==> config.mk <==
export PLATFORM = sky130hd
export DESIGN_NAME = lcg_jump_ahead_flat
export DESIGN_NICKNAME = d
export VERILOG_FILES = /design/src/lcgj_pkg.sv /design/src/lcgj_if.sv /design/src/lcg_jump_ahead.sv /design/src/lcgj_mac.sv /design/src/flat_wrapper.sv
export SDC_FILE = /design/constraint.sdc
export NUM_CORES = 2
export LEC_CHECK = 0
export BUFFER_PORTS_ARGS = -buffer_cell sky130_fd_sc_hd__buf_2
export CAP_MARGIN = 10
export CORE_ASPECT_RATIO = 1.4
export CORE_MARGIN = 2
export CORE_UTILIZATION = 35
export DETAILED_ROUTE_END_ITERATION = 8
export SETUP_SLACK_MARGIN = 0.3
export SLEW_MARGIN = 40
export SYNTH_ARGS = -nofsm -noshare
export SYNTH_HDL_FRONTEND = slang
export SYNTH_HIERARCHICAL = 1
export SYNTH_SLANG_ARGS = --single-unit
==> constraint.sdc <==
create_clock -name clk -period 14.33 [get_ports clk]
set_input_delay 2.866 -clock clk [delete_from_list [all_inputs] [get_ports clk]]
set_output_delay 2.866 -clock clk [all_outputs]
set_load 0.02 [all_outputs]
==> src/lcgj_pkg.sv <==
`timescale 1ns / 1ps
// ----------------------------------------------------------------------------
// lcgj_pkg
// Shared types and constants for the LCG jump-ahead block.
// ----------------------------------------------------------------------------
package lcgj_pkg;

  localparam int SEED_BITS = 32;
  localparam int DATA_BITS = 32;
  localparam int ADDR_BITS = 3;
  localparam int HIGH_BITS = 16;

  typedef logic [SEED_BITS-1:0] seed_t;

  localparam seed_t MULT_RESET = seed_t'(32'd214013);
  localparam seed_t INCR_RESET = seed_t'(32'd2531011);

  // register select, taken from paddr[2]
  localparam logic REG_MULT = 1'b0;
  localparam logic REG_INCR = 1'b1;

  // operands of the shared multiply-add: y = a * b + addend
  typedef struct packed {
    seed_t a;
    seed_t b;
    seed_t addend;
  } mac_op_t;

endpackage

==> src/lcgj_if.sv <==
`timescale 1ns / 1ps
// ----------------------------------------------------------------------------
// lcgj_in_if / lcgj_out_if
// Valid/ready channels for jump requests and jump results.
// ----------------------------------------------------------------------------
interface lcgj_in_if;
  logic        valid;
  logic        ready;
  logic [31:0] start_seed;
  logic [31:0] step_count;

  modport source (output valid, output start_seed, output step_count, input ready);
  modport sink   (input valid, input start_seed, input step_count, output ready);
endinterface

interface lcgj_out_if;
  logic        valid;
  logic        ready;
  logic [31:0] next_seed;
  logic [15:0] high_bits;

  modport source (output valid, output next_seed, output high_bits, input ready);
  modport sink   (input valid, input next_seed, input high_bits, output ready);
endinterface

==> src/lcg_jump_ahead.sv <==
`timescale 1ns / 1ps
// ----------------------------------------------------------------------------
// lcg_jump_ahead
// Skips an LCG x' = a*x + c ahead by n steps with square-and-multiply over
// the step count bits, one shared multiply-add doing every product.
// Sequence: per step-count bit up to the highest set bit, a block sum and a
//   block power update, with an accumulator sum and power update first for
//   each set bit, then a final multiply and multiply-add. Requests are taken
//   one at a time; ready is low until the result is loaded.
// A zero step count runs as 2^32 steps of the geometric sum.
// Reset (rst, synchronous) idles the sequencer, drops the output beat and
// loads the multiplier and increment reset values.
// ----------------------------------------------------------------------------
module lcg_jump_ahead (
  input  logic                           clk,
  input  logic                           rst,
  input  logic                           psel,
  input  logic                           penable,
  input  logic                           pwrite,
  input  logic [lcgj_pkg::ADDR_BITS-1:0] paddr,
  input  logic [lcgj_pkg::DATA_BITS-1:0] pwdata,
  output logic [lcgj_pkg::DATA_BITS-1:0] prdata,
  output logic                           pready,
  lcgj_in_if.sink                        jump,
  lcgj_out_if.source                     result
);

  localparam logic [2:0] S_IDLE    = 3'd0;
  localparam logic [2:0] S_ACC_SUM = 3'd1;
  localparam logic [2:0] S_ACC_POW = 3'd2;
  localparam logic [2:0] S_BLK_SUM = 3'd3;
  localparam logic [2:0] S_BLK_POW = 3'd4;
  localparam logic [2:0] S_FIN_MUL = 3'd5;
  localparam logic [2:0] S_FIN_ADD = 3'd6;

  logic [2:0]      state;
  lcgj_pkg::seed_t mult;
  lcgj_pkg::seed_t incr;
  lcgj_pkg::seed_t seed;
  logic [32:0]     cnt;
  logic            zero;
  lcgj_pkg::seed_t acc_sum;
  lcgj_pkg::seed_t acc_pow;
  lcgj_pkg::seed_t blk_sum;
  lcgj_pkg::seed_t blk_pow;
  lcgj_pkg::seed_t res;
  logic            out_valid;
  logic [31:0]     out_seed;
  logic [15:0]     out_high;

  lcgj_pkg::mac_op_t mac_op;
  lcgj_pkg::seed_t   mac_y;
  logic              accept;
  logic              out_free;
  logic [32:0]     cnt_shift;
  logic              cfg_wr;

  lcgj_mac u_mac (
    .op (mac_op),
    .y  (mac_y)
  );

  // ---- configuration port
  assign pready = 1'b1;
  assign cfg_wr = psel && penable && pwrite;
  assign prdata = (paddr[2] == lcgj_pkg::REG_INCR) ? lcgj_pkg::DATA_BITS'(incr)
                                                   : lcgj_pkg::DATA_BITS'(mult);

  always_ff @(posedge clk) begin
    if (rst) begin
      mult <= lcgj_pkg::MULT_RESET;
      incr <= lcgj_pkg::INCR_RESET;
    end else if (cfg_wr) begin
      if (paddr[2] == lcgj_pkg::REG_MULT) begin
        mult <= lcgj_pkg::seed_t'(pwdata);
      end else begin
        incr <= lcgj_pkg::seed_t'(pwdata);
      end
    end
  end

  // ---- handshakes
  assign jump.ready    = (state == S_IDLE);
  assign accept        = jump.valid && jump.ready;
  assign out_free      = !out_valid || result.ready;
  assign cnt_shift     = cnt >> 1;
  assign result.valid     = out_valid;
  assign result.next_seed = out_seed;
  assign result.high_bits = out_high;

  // ---- operand select for the shared multiply-add
  always_comb begin
    mac_op.a      = acc_pow;
    mac_op.b      = blk_sum;
    mac_op.addend = '0;
    case (state)
      S_ACC_SUM: begin
        mac_op.a      = acc_pow;
        mac_op.b      = blk_sum;
        mac_op.addend = acc_sum;
      end
      S_ACC_POW: begin
        mac_op.a = acc_pow;
        mac_op.b = blk_pow;
      end
      S_BLK_SUM: begin
        // blk_sum * (1 + blk_pow) = blk_sum * blk_pow + blk_sum
        mac_op.a      = blk_sum;
        mac_op.b      = blk_pow;
        mac_op.addend = blk_sum;
      end
      S_BLK_POW: begin
        mac_op.a = blk_pow;
        mac_op.b = blk_pow;
      end
      S_FIN_MUL: begin
        // a^0 is 1 for a zero step count, even though the sum ran 2^32 terms
        mac_op.a = seed;
        mac_op.b = zero ? lcgj_pkg::seed_t'(1) : acc_pow;
      end
      S_FIN_ADD: begin
        mac_op.a      = incr;
        mac_op.b      = acc_sum;
        mac_op.addend = res;
      end
      default: begin
        mac_op.a      = acc_pow;
        mac_op.b      = blk_sum;
        mac_op.addend = '0;
      end
    endcase
  end

  // ---- sequencer
  always_ff @(posedge clk) begin
    if (rst) begin
      state     <= S_IDLE;
      out_valid <= 1'b0;
    end else begin
      if (state == S_FIN_ADD && out_free) begin
        out_valid <= 1'b1;
      end else if (result.ready) begin
        out_valid <= 1'b0;
      end
      case (state)
        S_IDLE: begin
          // a zero step count has bit 0 clear in the widened count too
          if (accept) begin
            state <= jump.step_count[0] ? S_ACC_SUM : S_BLK_SUM;
          end
        end
        S_ACC_SUM: state <= S_ACC_POW;
        S_ACC_POW: state <= S_BLK_SUM;
        S_BLK_SUM: state <= S_BLK_POW;
        S_BLK_POW: begin
          if (cnt_shift == '0) begin
            state <= S_FIN_MUL;
          end else if (cnt_shift[0]) begin
            state <= S_ACC_SUM;
          end else begin
            state <= S_BLK_SUM;
          end
        end
        S_FIN_MUL: state <= S_FIN_ADD;
        S_FIN_ADD: begin
          if (out_free) begin
            state <= S_IDLE;
          end
        end
        default: state <= S_IDLE;
      endcase
    end
  end

  // ---- datapath
  always_ff @(posedge clk) begin
    case (state)
      S_IDLE: begin
        if (accept) begin
          seed    <= lcgj_pkg::seed_t'(jump.start_seed);
          zero    <= (jump.step_count == '0);
          cnt     <= {(jump.step_count == '0), jump.step_count};
          acc_sum <= '0;
          acc_pow <= lcgj_pkg::seed_t'(1);
          blk_sum <= lcgj_pkg::seed_t'(1);
          blk_pow <= mult;
        end
      end
      S_ACC_SUM: acc_sum <= mac_y;
      S_ACC_POW: acc_pow <= mac_y;
      S_BLK_SUM: blk_sum <= mac_y;
      S_BLK_POW: begin
        blk_pow <= mac_y;
        cnt     <= cnt_shift;
      end
      S_FIN_MUL: res <= mac_y;
      S_FIN_ADD: begin
        if (out_free) begin
          out_seed <= 32'(mac_y);
          out_high <= mac_y[lcgj_pkg::SEED_BITS-1 -: lcgj_pkg::HIGH_BITS];
        end
      end
      default: begin
      end
    endcase
  end

endmodule

==> src/lcgj_mac.sv <==
`timescale 1ns / 1ps
// ----------------------------------------------------------------------------
// lcgj_mac
// Shared multiply-add, result kept modulo 2^SEED_BITS.
// ----------------------------------------------------------------------------
module lcgj_mac (
  input  lcgj_pkg::mac_op_t op,
  output lcgj_pkg::seed_t   y
);

  logic [2*lcgj_pkg::SEED_BITS-1:0] prod;

  always_comb begin
    prod = op.a * op.b;
    y    = prod[lcgj_pkg::SEED_BITS-1:0] + op.addend;
  end

endmodule

==> src/flat_wrapper.sv <==
// flat-port wrapper written by rule: the top's interface ports become plain ports
module lcg_jump_ahead_flat 
  (clk, rst, psel, penable, pwrite, paddr, pwdata, prdata, pready, jump_valid, jump_start_seed, jump_step_count, jump_ready, result_valid, result_next_seed, result_high_bits, result_ready);
  lcgj_in_if jump_i ();
  lcgj_out_if result_i ();
  input  logic clk;
  input  logic rst;
  input  logic psel;
  input  logic penable;
  input  logic pwrite;
  input  logic [lcgj_pkg::ADDR_BITS-1:0] paddr;
  input  logic [lcgj_pkg::DATA_BITS-1:0] pwdata;
  output logic [lcgj_pkg::DATA_BITS-1:0] prdata;
  output logic pready;
  input wire logic [$bits(jump_i.valid)-1:0] jump_valid;
  input wire logic [$bits(jump_i.start_seed)-1:0] jump_start_seed;
  input wire logic [$bits(jump_i.step_count)-1:0] jump_step_count;
  output wire logic [$bits(jump_i.ready)-1:0] jump_ready;
  output wire logic [$bits(result_i.valid)-1:0] result_valid;
  output wire logic [$bits(result_i.next_seed)-1:0] result_next_seed;
  output wire logic [$bits(result_i.high_bits)-1:0] result_high_bits;
  input wire logic [$bits(result_i.ready)-1:0] result_ready;
  assign jump_i.valid = jump_valid;
  assign jump_i.start_seed = jump_start_seed;
  assign jump_i.step_count = jump_step_count;
  assign jump_ready = jump_i.ready;
  assign result_valid = result_i.valid;
  assign result_next_seed = result_i.next_seed;
  assign result_high_bits = result_i.high_bits;
  assign result_i.ready = result_ready;
  lcg_jump_ahead u_core (.clk(clk), .rst(rst), .psel(psel), .penable(penable), .pwrite(pwrite), .paddr(paddr), .pwdata(pwdata), .prdata(prdata), .pready(pready), .jump(jump_i), .result(result_i));
endmodule
==> reports/metrics.cfg <==
[clocking]
clock_sinks=325
path_clk_slew_ps=70
root_buffer=clkbuf_16
cts_hold_buf=0
cts_made_buffers=27
post_cts_buffers=0
cts_resized=0
h-tree-depth=1
insertion_delay_ps=580
cts_tree=yes
clockBufferDepth=3

[finish]
nets=3916
drive_gt1_share_pct=14.3
fillCellCount=9153
regArea_um2=9090
multi_input_comb_area_um2=20700
area_delta_synth_final_pct=9.85

[synth]
synth_edf_count=257
yosys_warnings=6
synth_most_common_cell=inv_1
synth_async_sr_flop_share_pct=0
syn_area_per_cell_um2=10.2
synth_area_leaders=fa_1 27%, edfxtp_1 24%, and2_1 8.0%
yosysSeqAreaShare_pct=28.0
synthMuxAreaShare_pct=5.27
synth_top_family_by_area=adder cells
yosys.cell_types.count=64
synthFlopType=edfxtp_1
synth_compound_area_share_pct=7.32
syn-instance-count=3177
synth.ff_latch_count=325
synth_fa_ha_area_share_pct=31.9
synth_area_um2=32400
synthSimpleGateAreaFrac_pct=16.5
synthTopCellsByCount=489 x inv_1, 438 x fa_1, 416 x and2_1
synth_xor_area_share_pct=2.25
synth_top_area_share_pct=27.1
yosys.area.top_type=fa_1
syn_nets=3845

[routing]
avgRoutedWirePerCell_um=21.0
ant_nets=0
dr.pass1.iters=5
drc=0
vias=22857
routed_wl_mm=94.1
first_iter_violations=1264
via_per_inst=5.10

[timing]
hold_viol_final=0
setup_viol=0
finClkSkew_ps=15.1
max_freq_mhz=95.8
rsz0062_at_grt=false
fin_tns_setup_ps=0
slew_headroom_pct=34.2
finalCritPeriodShare_pct=72.9
min_period_ps=10440
worst_slew_pin_slew_ps=983
slew_viol_final=0

[min_path]
hold_class=reg -> reg
hold_start=u_core/mult[22]$_SDFFE_PP0P_
holdPathEnd=u_core/mult[22]$_SDFFE_PP0P_
worstHoldPathCells=2

[grt]
first_global_vias=24472
grt_first_pass_wirelength_mm=146
gr-usage-all-layers_pct=20.1
grt_overflow_total=0
antenna_found_initial=9
grt_max_degree=73

[setup_path]
arrival_ps=10880
crit_path_max_incr_delay_ps=640
worstSetupStartpointType=flop
crit_start=u_core/state[1]$_SDFFE_PP0P_
reg2reg_to=u_core/blk_pow[31]$_DFFE_PP_
cp_slowest_cell=a221o_1
critPathMaxFanout=55
worst_ep_required_time_ps=14770
worstSetupPathType=reg -> reg
end_kind=flop
ff2ff_setup_slack_ps=3890
ff2ff_path_depth=33
r2r-start=u_core/state[1]$_SDFFE_PP0P_

[place]
dpl.hpwl_mm=68.2
place.gp.congestion=0.888
io_buffers=185

[run_status]
outcome=complete, no violations

[floorplan]
initial_core_util_pct=35.1
num_io_pins=189
die-area_um2=95000
num_rows=132
core_region_area_um2=92200
die_h_um=364
die_w_um=261

[job]
drv_cap=0

==> area by class of cell <==
cell class / count / area share, %
sequential: 325 / 25.6
tap: 1206 / 4.24
antenna: 3 / 0.0211
clock inverter: 11 / 0.373
clock buffer: 39 / 2.24
multi-input combinational: 2151 / 58.3
timing repair buffer: 254 / 4.09
inverter: 489 / 5.16
==> layout by cell type (no fill, tap or decap), types with 13 or more instances in the layout <==
cell	count
xnor2_1	61
xor2_1	14
nand3_1	29
dfxtp_1	65
a21oi_1	81
nor2_1	55
nand2b_1	35
buf_4	68
o22ai_1	50
a21o_1	16
buf_2	184
fa_1	438
mux2_2	97
a221o_1	17
clkbuf_16	29
and3_1	68
nand2_1	366
inv_1	487
and2_1	415
ha_1	124
edfxtp_1	257
nor4_1	16
a22o_1	96
mux4_2	13
mux2i_1	32
==> how the worst max path moves through the flow <==
stage	endpoint	slack, ps	depth (start not counted)
4_1_cts	u_core/blk_pow[31]$_DFFE_PP_	3910	33
5_1_grt	u_core/blk_pow[31]$_DFFE_PP_	3480	33
3_5_place_dp	u_core/blk_pow[31]$_DFFE_PP_	3950	33
6_report	u_core/blk_pow[31]$_DFFE_PP_	3890	33
3_3_place_gp	u_core/blk_pow[31]$_DFFE_PP_	4020	33
2_1_floorplan	u_core/blk_pow[31]$_DFFE_PP_	6060	30
==> metal layers <==
metal | wire length [um] | global-route usage (%) | vias up
met1 | 36300 | 23.7 | 11651
met5 | 62 | 0 | -
met3 | 4760 | 2.23 | 184
li1 | - | - | 10299
met2 | 48700 | 36.7 | 713
met4 | 4290 | 8.63 | 10
==> flip-flops by register name, indices dropped and copies added, names as in the netlist <==
name / cells
u_core/acc_pow: 32
u_core/acc_sum: 32
u_core/blk_pow: 32
u_core/blk_sum: 32
u_core/cnt: 32
u_core/incr: 32
u_core/mult: 32
u_core/res: 32
u_core/result.next_seed: 32
u_core/seed: 32
u_core/state: 3
u_core/result.valid: 1
u_core/zero: 1
==> cells by family (layout without fill, tap and decap cells) <==
kind of cell / count (synthesis) / after routing
AND/OR/NAND/NOR: 1028 / 1028
buffers and inverters: 701 / 793
adder cells (fa/ha/maj): 562 / 562
AO/OA/AOI/OAI: 335 / 335
flip-flops: 325 / 325
multiplexers: 142 / 142
XOR/XNOR: 83 / 83
other: 1 / 4
==> critical path, delay by kind of cell (launching register included) <==
family / cells / cell delay [ps]
fa+ha+maj: 9 / 3940
simple gates: 8 / 2090
buf+inv: 11 / 1810
compound gates: 3 / 1090
xor+xnor: 1 / 590
flops: 1 / 360
mux: 1 / 280
==> through the flow <==
stage | hold slack, ps | cells | setup WS [ps] | instance area, um2 | utilization, %
final | 474 | 4478 | 3890 | 35600 | 38.6
after CTS | 474 | 4475 | 3910 | 35500 | 38.5
after detailed placement | 461 | 4425 | 3950 | 34600 | 37.5
after global placement | 455 | 4425 | 4020 | 34500 | 37.4
after global routing | 496 | 4476 | 3480 | 35600 | 38.6
after floorplan | 443 | 3177 | 6060 | 32400 | -
Power is left out: the tool's default activity adds up to more than one toggle a clock period on the data nets, which glitch-free logic cannot reach.
